<file path="src/rtl/rgbpwm_pkg.sv">
// ----------------------------------------------------------------------------
// rgbpwm_pkg: shared types and constants for the rgb pwm packet node
// holds the node state record, the result record and packet index codes
// ----------------------------------------------------------------------------
`default_nettype none

package rgbpwm_pkg;

   localparam logic [7:0] PWM_WRAP = 8'd255;

   // led_levels bit positions
   localparam int LED_RED   = 0;
   localparam int LED_GREEN = 1;
   localparam int LED_BLUE  = 2;

   // byte index codes within a packet
   localparam logic [7:0] IDX_LENGTH = 8'd0;
   localparam logic [7:0] IDX_RED    = 8'd1;
   localparam logic [7:0] IDX_GREEN  = 8'd2;
   localparam logic [7:0] IDX_BLUE   = 8'd3;
   localparam logic [7:0] IDX_FWD    = 8'd4;

   localparam logic KIND_TICK = 1'b0;
   localparam logic KIND_BYTE = 1'b1;

   typedef struct packed {
      logic [7:0] pwm_count;
      logic [7:0] duty_red;
      logic [7:0] duty_green;
      logic [7:0] duty_blue;
      logic [2:0] led_levels;
      logic [7:0] byte_index;
      logic [7:0] packet_length;
      logic       busy_flag;
   } state_type;

   typedef struct packed {
      logic       red_on;
      logic       green_on;
      logic       blue_on;
      logic       busy_led;
      logic       tx_valid;
      logic [7:0] tx_byte;
   } result_type;

endpackage

`default_nettype wire

</file>
<file path="src/rtl/rgbpwm_step.sv">
// ----------------------------------------------------------------------------
// rgbpwm_step: next state and result for one beat
// pwm tick update or packet byte update, purely combinational
// ----------------------------------------------------------------------------
`default_nettype none

module rgbpwm_step
   import rgbpwm_pkg::*;
(
   input  wire logic       kind,
   input  wire logic [7:0] rx_byte,
   input  wire state_type  cur,
   output state_type       nxt,
   output result_type      res
);

   logic [7:0] count_base;
   logic [2:0] lv_wrap;
   logic       fwd;

   always_comb begin
      nxt        = cur;
      fwd        = 1'b0;
      count_base = cur.pwm_count;
      lv_wrap    = cur.led_levels;
      if (kind == KIND_TICK) begin
         // wrap: nonzero duties switch on, count restarts
         if (cur.pwm_count == PWM_WRAP) begin
            count_base = '0;
            if (cur.duty_red   != '0) lv_wrap[LED_RED]   = 1'b1;
            if (cur.duty_green != '0) lv_wrap[LED_GREEN] = 1'b1;
            if (cur.duty_blue  != '0) lv_wrap[LED_BLUE]  = 1'b1;
         end
         nxt.led_levels = lv_wrap;
         if (count_base == cur.duty_red)   nxt.led_levels[LED_RED]   = 1'b0;
         if (count_base == cur.duty_green) nxt.led_levels[LED_GREEN] = 1'b0;
         if (count_base == cur.duty_blue)  nxt.led_levels[LED_BLUE]  = 1'b0;
         nxt.pwm_count = count_base + 8'd1;
      end else begin
         if (cur.byte_index == IDX_LENGTH) begin
            nxt.busy_flag     = 1'b1;
            nxt.packet_length = rx_byte;
            nxt.byte_index    = IDX_RED;
         end else if (cur.byte_index < IDX_FWD) begin
            case (cur.byte_index)
               IDX_RED:   nxt.duty_red   = rx_byte;
               IDX_GREEN: nxt.duty_green = rx_byte;
               default:   nxt.duty_blue  = rx_byte;
            endcase
            nxt.byte_index = cur.byte_index + 8'd1;
         end else if (cur.byte_index < cur.packet_length) begin
            fwd            = 1'b1;
            nxt.byte_index = cur.byte_index + 8'd1;
         end else begin
            nxt.byte_index = IDX_LENGTH;
            nxt.busy_flag  = 1'b0;
         end
      end
      res.red_on   = nxt.led_levels[LED_RED];
      res.green_on = nxt.led_levels[LED_GREEN];
      res.blue_on  = nxt.led_levels[LED_BLUE];
      res.busy_led = nxt.busy_flag;
      res.tx_valid = fwd;
      res.tx_byte  = fwd ? rx_byte : 8'd0;
   end

endmodule

`default_nettype wire

</file>
<file path="src/rtl/rgb_pwm_packet_node.sv">
// ----------------------------------------------------------------------------
// rgb_pwm_packet_node: daisy-chain rgb led node with 8-bit pwm
// packet decoder plus three-channel pwm, one result beat per request beat
// ----------------------------------------------------------------------------
// Each request beat is a pwm tick (kind 0) or a received uart byte (kind 1)
// and yields exactly one response beat carrying the led levels, the busy
// indicator and an optional forwarded transmit byte. Byte 0 of a packet is
// its length, bytes 1 to 3 the red, green and blue duties, further bytes
// below the length are forwarded, and the byte that reaches the length
// closes the packet. A beat is taken in every cycle while req_stall is low: the
// state update is a single pass of compare and increment logic between the state
// registers and the response or skid register. A two-entry output (response
// register plus skid register) lets a new beat in while a finished response is
// still stalled; req_stall rises only once both entries are full.
`default_nettype none

module rgb_pwm_packet_node
   import rgbpwm_pkg::*;
(
   input  wire logic       clock,
   input  wire logic       reset,
   input  wire logic       req_valid,
   output logic            req_stall,
   input  wire logic       req_kind,
   input  wire logic [7:0] req_rx_byte,
   output logic            rsp_valid,
   input  wire logic       rsp_stall,
   output logic            rsp_red_on,
   output logic            rsp_green_on,
   output logic            rsp_blue_on,
   output logic            rsp_busy_led,
   output logic            rsp_tx_valid,
   output logic [7:0]      rsp_tx_byte
);

   state_type  state_ff, state_in;
   result_type step_res;
   result_type out_ff, out_in;
   result_type skid_ff, skid_in;
   logic       out_valid_ff, out_valid_in;
   logic       skid_valid_ff, skid_valid_in;
   logic       req_acc, rsp_take;

   // stall only when both output entries hold a beat
   assign req_stall = skid_valid_ff;
   assign req_acc   = req_valid && !req_stall;
   assign rsp_take  = out_valid_ff && !rsp_stall;

   rgbpwm_step u_step (
      .kind    (req_kind),
      .rx_byte (req_rx_byte),
      .cur     (state_ff),
      .nxt     (state_in),
      .res     (step_res)
   );

   // output register and skid steering
   always_comb begin
      out_in        = out_ff;
      out_valid_in  = out_valid_ff;
      skid_in       = skid_ff;
      skid_valid_in = skid_valid_ff;
      if (rsp_take || !out_valid_ff) begin
         if (skid_valid_ff) begin
            out_in        = skid_ff;
            out_valid_in  = 1'b1;
            skid_valid_in = 1'b0;
         end else begin
            out_in       = step_res;
            out_valid_in = req_acc;
         end
      end else if (req_acc) begin
         skid_in       = step_res;
         skid_valid_in = 1'b1;
      end
   end

   always_ff @(posedge clock) begin
      if (reset) begin
         state_ff      <= '0;
         out_valid_ff  <= 1'b0;
         skid_valid_ff <= 1'b0;
      end else begin
         if (req_acc) begin
            state_ff <= state_in;
         end
         out_valid_ff  <= out_valid_in;
         skid_valid_ff <= skid_valid_in;
      end
   end

   // payload registers, no reset needed
   always_ff @(posedge clock) begin
      out_ff  <= out_in;
      skid_ff <= skid_in;
   end

   assign rsp_valid    = out_valid_ff;
   assign rsp_red_on   = out_ff.red_on;
   assign rsp_green_on = out_ff.green_on;
   assign rsp_blue_on  = out_ff.blue_on;
   assign rsp_busy_led = out_ff.busy_led;
   assign rsp_tx_valid = out_ff.tx_valid;
   assign rsp_tx_byte  = out_ff.tx_byte;

   // skid entry is only ever filled behind a held response
   a_skid_behind_out : assert property (@(posedge clock) disable iff (reset)
      skid_valid_ff |-> out_valid_ff)
      else $error("skid holds a beat while response register is empty");

   // forwarded byte is zero when nothing is forwarded
   a_tx_zero : assert property (@(posedge clock) disable iff (reset)
      (rsp_valid && !rsp_tx_valid) |-> (rsp_tx_byte == 8'd0))
      else $error("tx byte nonzero without tx valid");

   // a tick leaves the packet state alone
   a_tick_keeps_packet : assert property (@(posedge clock) disable iff (reset)
      (req_acc && req_kind == KIND_TICK) |=>
         ($stable(state_ff.busy_flag) && $stable(state_ff.byte_index)))
      else $error("pwm tick changed packet state");

   // a byte leaves the pwm state alone
   a_byte_keeps_pwm : assert property (@(posedge clock) disable iff (reset)
      (req_acc && req_kind == KIND_BYTE) |=>
         ($stable(state_ff.pwm_count) && $stable(state_ff.led_levels)))
      else $error("uart byte changed pwm state");

endmodule

`default_nettype wire

</file>
<file path="config.mk">
export PLATFORM = sky130hd
export DESIGN_NAME = rgb_pwm_packet_node
export DESIGN_NICKNAME = d
export VERILOG_FILES = /design/src/rtl/rgbpwm_pkg.sv /design/src/rtl/rgbpwm_step.sv /design/src/rtl/rgb_pwm_packet_node.sv
export SDC_FILE = /design/constraint.sdc
export NUM_CORES = 1
export LEC_CHECK = 0
export BUFFER_PORTS_ARGS = -buffer_cell sky130_fd_sc_hd__buf_2
export CAP_MARGIN = 10
export CORE_ASPECT_RATIO = 0.8
export CORE_MARGIN = 4
export CORE_UTILIZATION = 50
export DETAILED_ROUTE_END_ITERATION = 8
export PLACE_DENSITY = 0.68
export SLEW_MARGIN = 20
export SYNTH_ARGS = -nofsm -noshare
export SYNTH_HDL_FRONTEND = slang
export SYNTH_HIERARCHICAL = 1
export SYNTH_SLANG_ARGS = --single-unit
export TNS_END_PERCENT = 30
</file>
<file path="constraint.sdc">
create_clock -name clock -period 4.6 [get_ports clock]
set_input_delay 0.92 -clock clock [delete_from_list [all_inputs] [get_ports clock]]
set_output_delay 0.92 -clock clock [all_outputs]
set_load 0.02 [all_outputs]
</file>
==> Word level (Yosys, flattened, before mapping) <==
Index checks and enable logic that the tools add are counted.
{ "op_classes": {"add_sub_neg": 2, "n_reduce_logical": 19, "magnitude_cmp": 2, "n_mux": 24, "n_eq_ne": 6, "bitwise": 4} }
{ "ops": {"columns": ["cell", "count"], "rows": [
  ["$mux W8", 6],
  ["$eq A8 B8 Y1", 3],
  ["$reduce_bool A8 Y1", 3],
  ["$add A8 B1 Y8 const B", 2],
  ["$mux W1", 15],
  ["$reduce_and A5 Y1", 3],
  ["$mux W13", 1],
  ["$eq A8 B1 Y1 const B", 1],
  ["$eq A8 B2 Y1 const B", 1],
  ["$eq A8 B8 Y1 const B", 1],
  ["$logic_not A8 Y1", 1],
  ["$lt A8 B3 Y1 const B", 1],
  ["$lt A8 B8 Y1", 1],
  ["$mux W3", 2],
  ["$reduce_and A2 Y1", 3],
  ["$not A1 Y1", 4],
  ["$reduce_or A2 Y1", 2],
  ["$logic_not A1 Y1", 3],
  ["$reduce_and A3 Y1", 1],
  ["$logic_and A1 B1 Y1", 2],
  ["$logic_or A1 B1 Y1", 1]
]} }
{ "word_totals": {"wordCells": 79, "reg_bits": 80} }

==> Depth between registers and ports, before layout <==
{ "logic_depth": {"depth_word": 7, "ltp_mapped": 12} }

==> By module <==
Netlist, hierarchy kept.
{ "by_module_without_submodules": {"columns": ["module", "instances", "cells_per_inst", "area_per_inst_um2"], "rows": [
  ["rgb_pwm_packet_node", 1, 284, 3405.8],
  ["rgbpwm_step", 1, 263, 1734.2]
]} }

==> Least setup slack after synthesis <==
No wires, ideal clock.
{ "synth_path": {"kind": "input port to flip-flop", "startpoint": "input req_kind", "endpoint": "register out_ff (netlist bit rsp_green_on), data pin", "slack_ns": 2.114, "path_stages": 10, "t_arrival_ns": 2.226, "path_buffers": 3, "cell_sequence": "clkbuf_1 inv_1 and3_1 clkbuf_1 nand2_1 a31oi_1 nor2_1 a31oi_1 buf_4 mux2_4"} }
{ "synth_lines": {"columns": ["element", "line", "source"], "rows": [
  ["from (decl)", "rgb_pwm_packet_node.sv:24", "input wire logic req_kind,"],
  ["to (signal assigned)", "rgb_pwm_packet_node.sv:94", "out_ff <= out_in;"],
  ["to (decl)", "rgb_pwm_packet_node.sv:38", "result_type out_ff, out_in;"]
]} }

==> results_dict.tcl <==
set metrics [dict create \
    clk_pin_slew_ns 0.06 \
    portBuffers 27 \
    synth.distinct_cells 51 \
    power_leakage_uw 0.00197 \
    grt_max_degree 107 \
    synth_warnings 6 \
    multi_input_area_sq_um 2950 \
    drv_cap 0 \
    via_count 4101 \
    drive_above_1_share_pct 17.2 \
    track_usage_pct 21.3 \
    cp.required_ns 4.70 \
    synthFlopType "dfxtp_1" \
    rsz0062_at_grt "no" \
    clock-sinks 80 \
    slew_violations 0 \
    antenna_found_initial 0 \
    yosys.area.top_type "dfxtp_1" \
    wire_per_inst_um 18.2 \
    synth-async-reset-ratio_pct 0 \
    cp_slowest_stage_delay_ns 0.55 \
    area_growth_pct 7.35 \
    dieArea_sq_um 12000 \
    final.setup_skew_ns 0.00652 \
    placed_area_sq_um 5220 \
    powerDensity_nw_per_um2 301 \
    routabilityCongestion 0.963 \
    status "complete, no violations" \
    worst_setup_path_start_kind "flip-flop" \
    cpLargestDelayFamily "compound AO/OA/AOI/OAI gates" \
    tns_ns 0 \
    yosysSeqAreaShare_pct 36.2 \
    min_path_type "reg -> reg" \
    crit_fanout 11 \
    synth_seq_cells 80 \
    ff_latch_area_sq_um 1860 \
    crit_arrival_ns 2.87 \
    worst_setup_path_end_kind "flip-flop" \
    avgViaCountPerCell 6.02 \
    relSlewSlack_pct 28.2 \
    setup_viol 0 \
    gr-total-overflow 0 \
    post-place-ws_ns 1.64 \
    path_depth 7 \
    syn_avg_cell_area_sq_um 9.40 \
    top_level_ports 28 \
    period_needed_ns 2.77 \
    cts_htree_levels 3 \
    fillers 895 \
    grt_pass1_wl_mm 20.3 \
    cts_resized 0 \
    place_hpwl_mm 8.11 \
    ir_drop_mv 0.212 \
    cts_setup_buffers 0 \
    antennaDiodeCount 0 \
    netlist.area_leader.share_pct 21.0 \
    syn_nets 572 \
    worstHoldPathCells 2 \
    hold_viol_final 0 \
    ant_nets 0 \
    clk_latency_ns 0.35 \
    final_util_pct 56.0 \
    firstDrtPassIters 5 \
    synth_edf_count 26 \
    reg2reg_depth 7 \
    cts_tree "yes" \
    max_freq_ghz 0.361 \
    num_rows 32 \
    start_util_pct 52.2 \
    setup_slack_ns 1.83 \
    period_share_pct 60.2 \
    die_y_um 98.7 \
    cp_num_buf_inv 0 \
    nNetsFinal 565 \
    drcViolationCount 0 \
    crit_chain "and2_1, and4_1, a21boi_0, xor2_1, a2111oi_0, a31oi_1, mux2_2" \
    core_sq_um 9850 \
    synth.area.top_cells "dfxtp_1 21%, edfxtp_1 15%, nand4bb_1 11%" \
    die_w_um 121 \
    clockBufferDepth 2 \
    syn_inst 547 \
    worst_slew_pin_slew_ns 1.07 \
    crit_slowest_cell "dfxtp_1" \
    fin_area_sq_um 5520 \
    grt_pass1_vias 3796 \
    syn_area_sq_um 5140 \
    root_buffer "clkbuf_16" \
    routed_wl_mm 12.4 \
    critPathKind "reg -> reg" \
    cts_hold_buf 0 \
    drt_iter0_drc 370 \
    numCtsBuffers 9 \
]
layout by cell type, fill, tap and decap left out, types with 15 or more instances in the layout:
master     instances
a21oi_1           15
buf_2             27
dfxtp_1           53
edfxtp_1          26
inv_1             21
mux2_2            37
nand2_1           28
nand2b_1          53
nand4bb_1         52
nor2_1            24
o21ai_0           45
o21ai_1           25
Yosys cell counts, drive strengths merged, types with 2 or more instances:
cell,count
a2111oi,3
a211o,2
a21boi,2
a21o,3
a21oi,15
a221o,3
a31oi,8
and2,12
and3,7
and4,3
buf,19
clkbuf,29
dfxtp,54
edfxtp,26
ha,12
inv,21
mux2,46
mux2i,2
nand2,28
nand2b,53
nand3,9
nand4bb,52
nor2,24
nor2b,2
nor3,6
nor4,3
nor4bb,2
o21ai,70
o22ai,7
o2bb2ai,3
or4,2
xnor2,5
xor2,5
logic make-up after synthesis:
logic type,count (synthesis),share of synthesized area [%]
AOI/OAI and AO/OA,121,13.6
xor gates and xnor gates,10,1.70
DFF,80,36.2
muxes,48,11.1
buffers and inverters,69,6.45
adders and majority gates,12,2.92
and+or+nand+nor,207,28.0
area by class of cell:
| class | count | share of cell area (%) |
|---|---|---|
| multi-input combinational | 398 | 53.4 |
| timing repair buffer | 30 | 2.86 |
| sequential | 80 | 33.8 |
| inverter | 21 | 1.43 |
| clock inverter | 7 | 1.38 |
| tap | 136 | 3.08 |
| clock buffer | 9 | 4.08 |
state kept, by name (all words and copies together) (netlist names):
name          flops
rsp_red_on        1
rsp_valid         1
rsp_blue_on       1
rsp_green_on      1
rsp_busy_led      1
req_stall         1
state_ff         52
rsp_tx_valid      1
skid_ff          13
rsp_tx_byte       8
metal layers:
layer  vias up  wire length (um)  track usage (%)
li1       1975                 -                -
met1      1963              5950             30.8
met2       141              5410             31.6
met3        22               822             5.05
met4         0               186             5.94
met5         -                 0                0
stage by stage:
| step | std cells | hold WS, ns | total power (uW) |
|---|---|---|---|
| 2_1_floorplan | 547 | 0.438 | 889 |
| 3_3_place_gp | 665 | 0.466 | 928 |
| 3_5_place_dp | 665 | 0.472 | 932 |
| 4_1_cts | 681 | 0.485 | 1660 |
| 5_1_grt | 681 | 0.499 | 1720 |
| 6_report | 681 | 0.482 | 1660 |
path summary, 6_finish.rpt:
path,start,endpoint,slack [ns]
min,state_ff[0]$_SDFFE_PP0P_,state_ff[0]$_SDFFE_PP0P_,0.48
max,state_ff[44]$_SDFFE_PP0P_,rsp_red_on$_DFFE_PP_,1.83
max reg2reg,state_ff[44]$_SDFFE_PP0P_,rsp_red_on$_DFFE_PP_,1.83
min reg2reg,state_ff[0]$_SDFFE_PP0P_,state_ff[0]$_SDFFE_PP0P_,0.48
power by group:
| group | switching (uW) | internal, uW | leakage (uW) | total [uW] |
|---|---|---|---|---|
| Sequential | 12.8 | 746 | 0.000700 | 759 |
| Clock | 315 | 426 | 0.000145 | 741 |
| Combinational | 95.0 | 63.4 | 0.00113 | 158 |
tightest hold or removal path: cells and delay by family, from the launching register on:
kind / cells / cell delay (ns)
AOI/OAI and AO/OA: 1 / 0.06
and+or+nand+nor: 1 / 0.06
DFF: 1 / 0.32
Power figures use the tool's default switching activity.
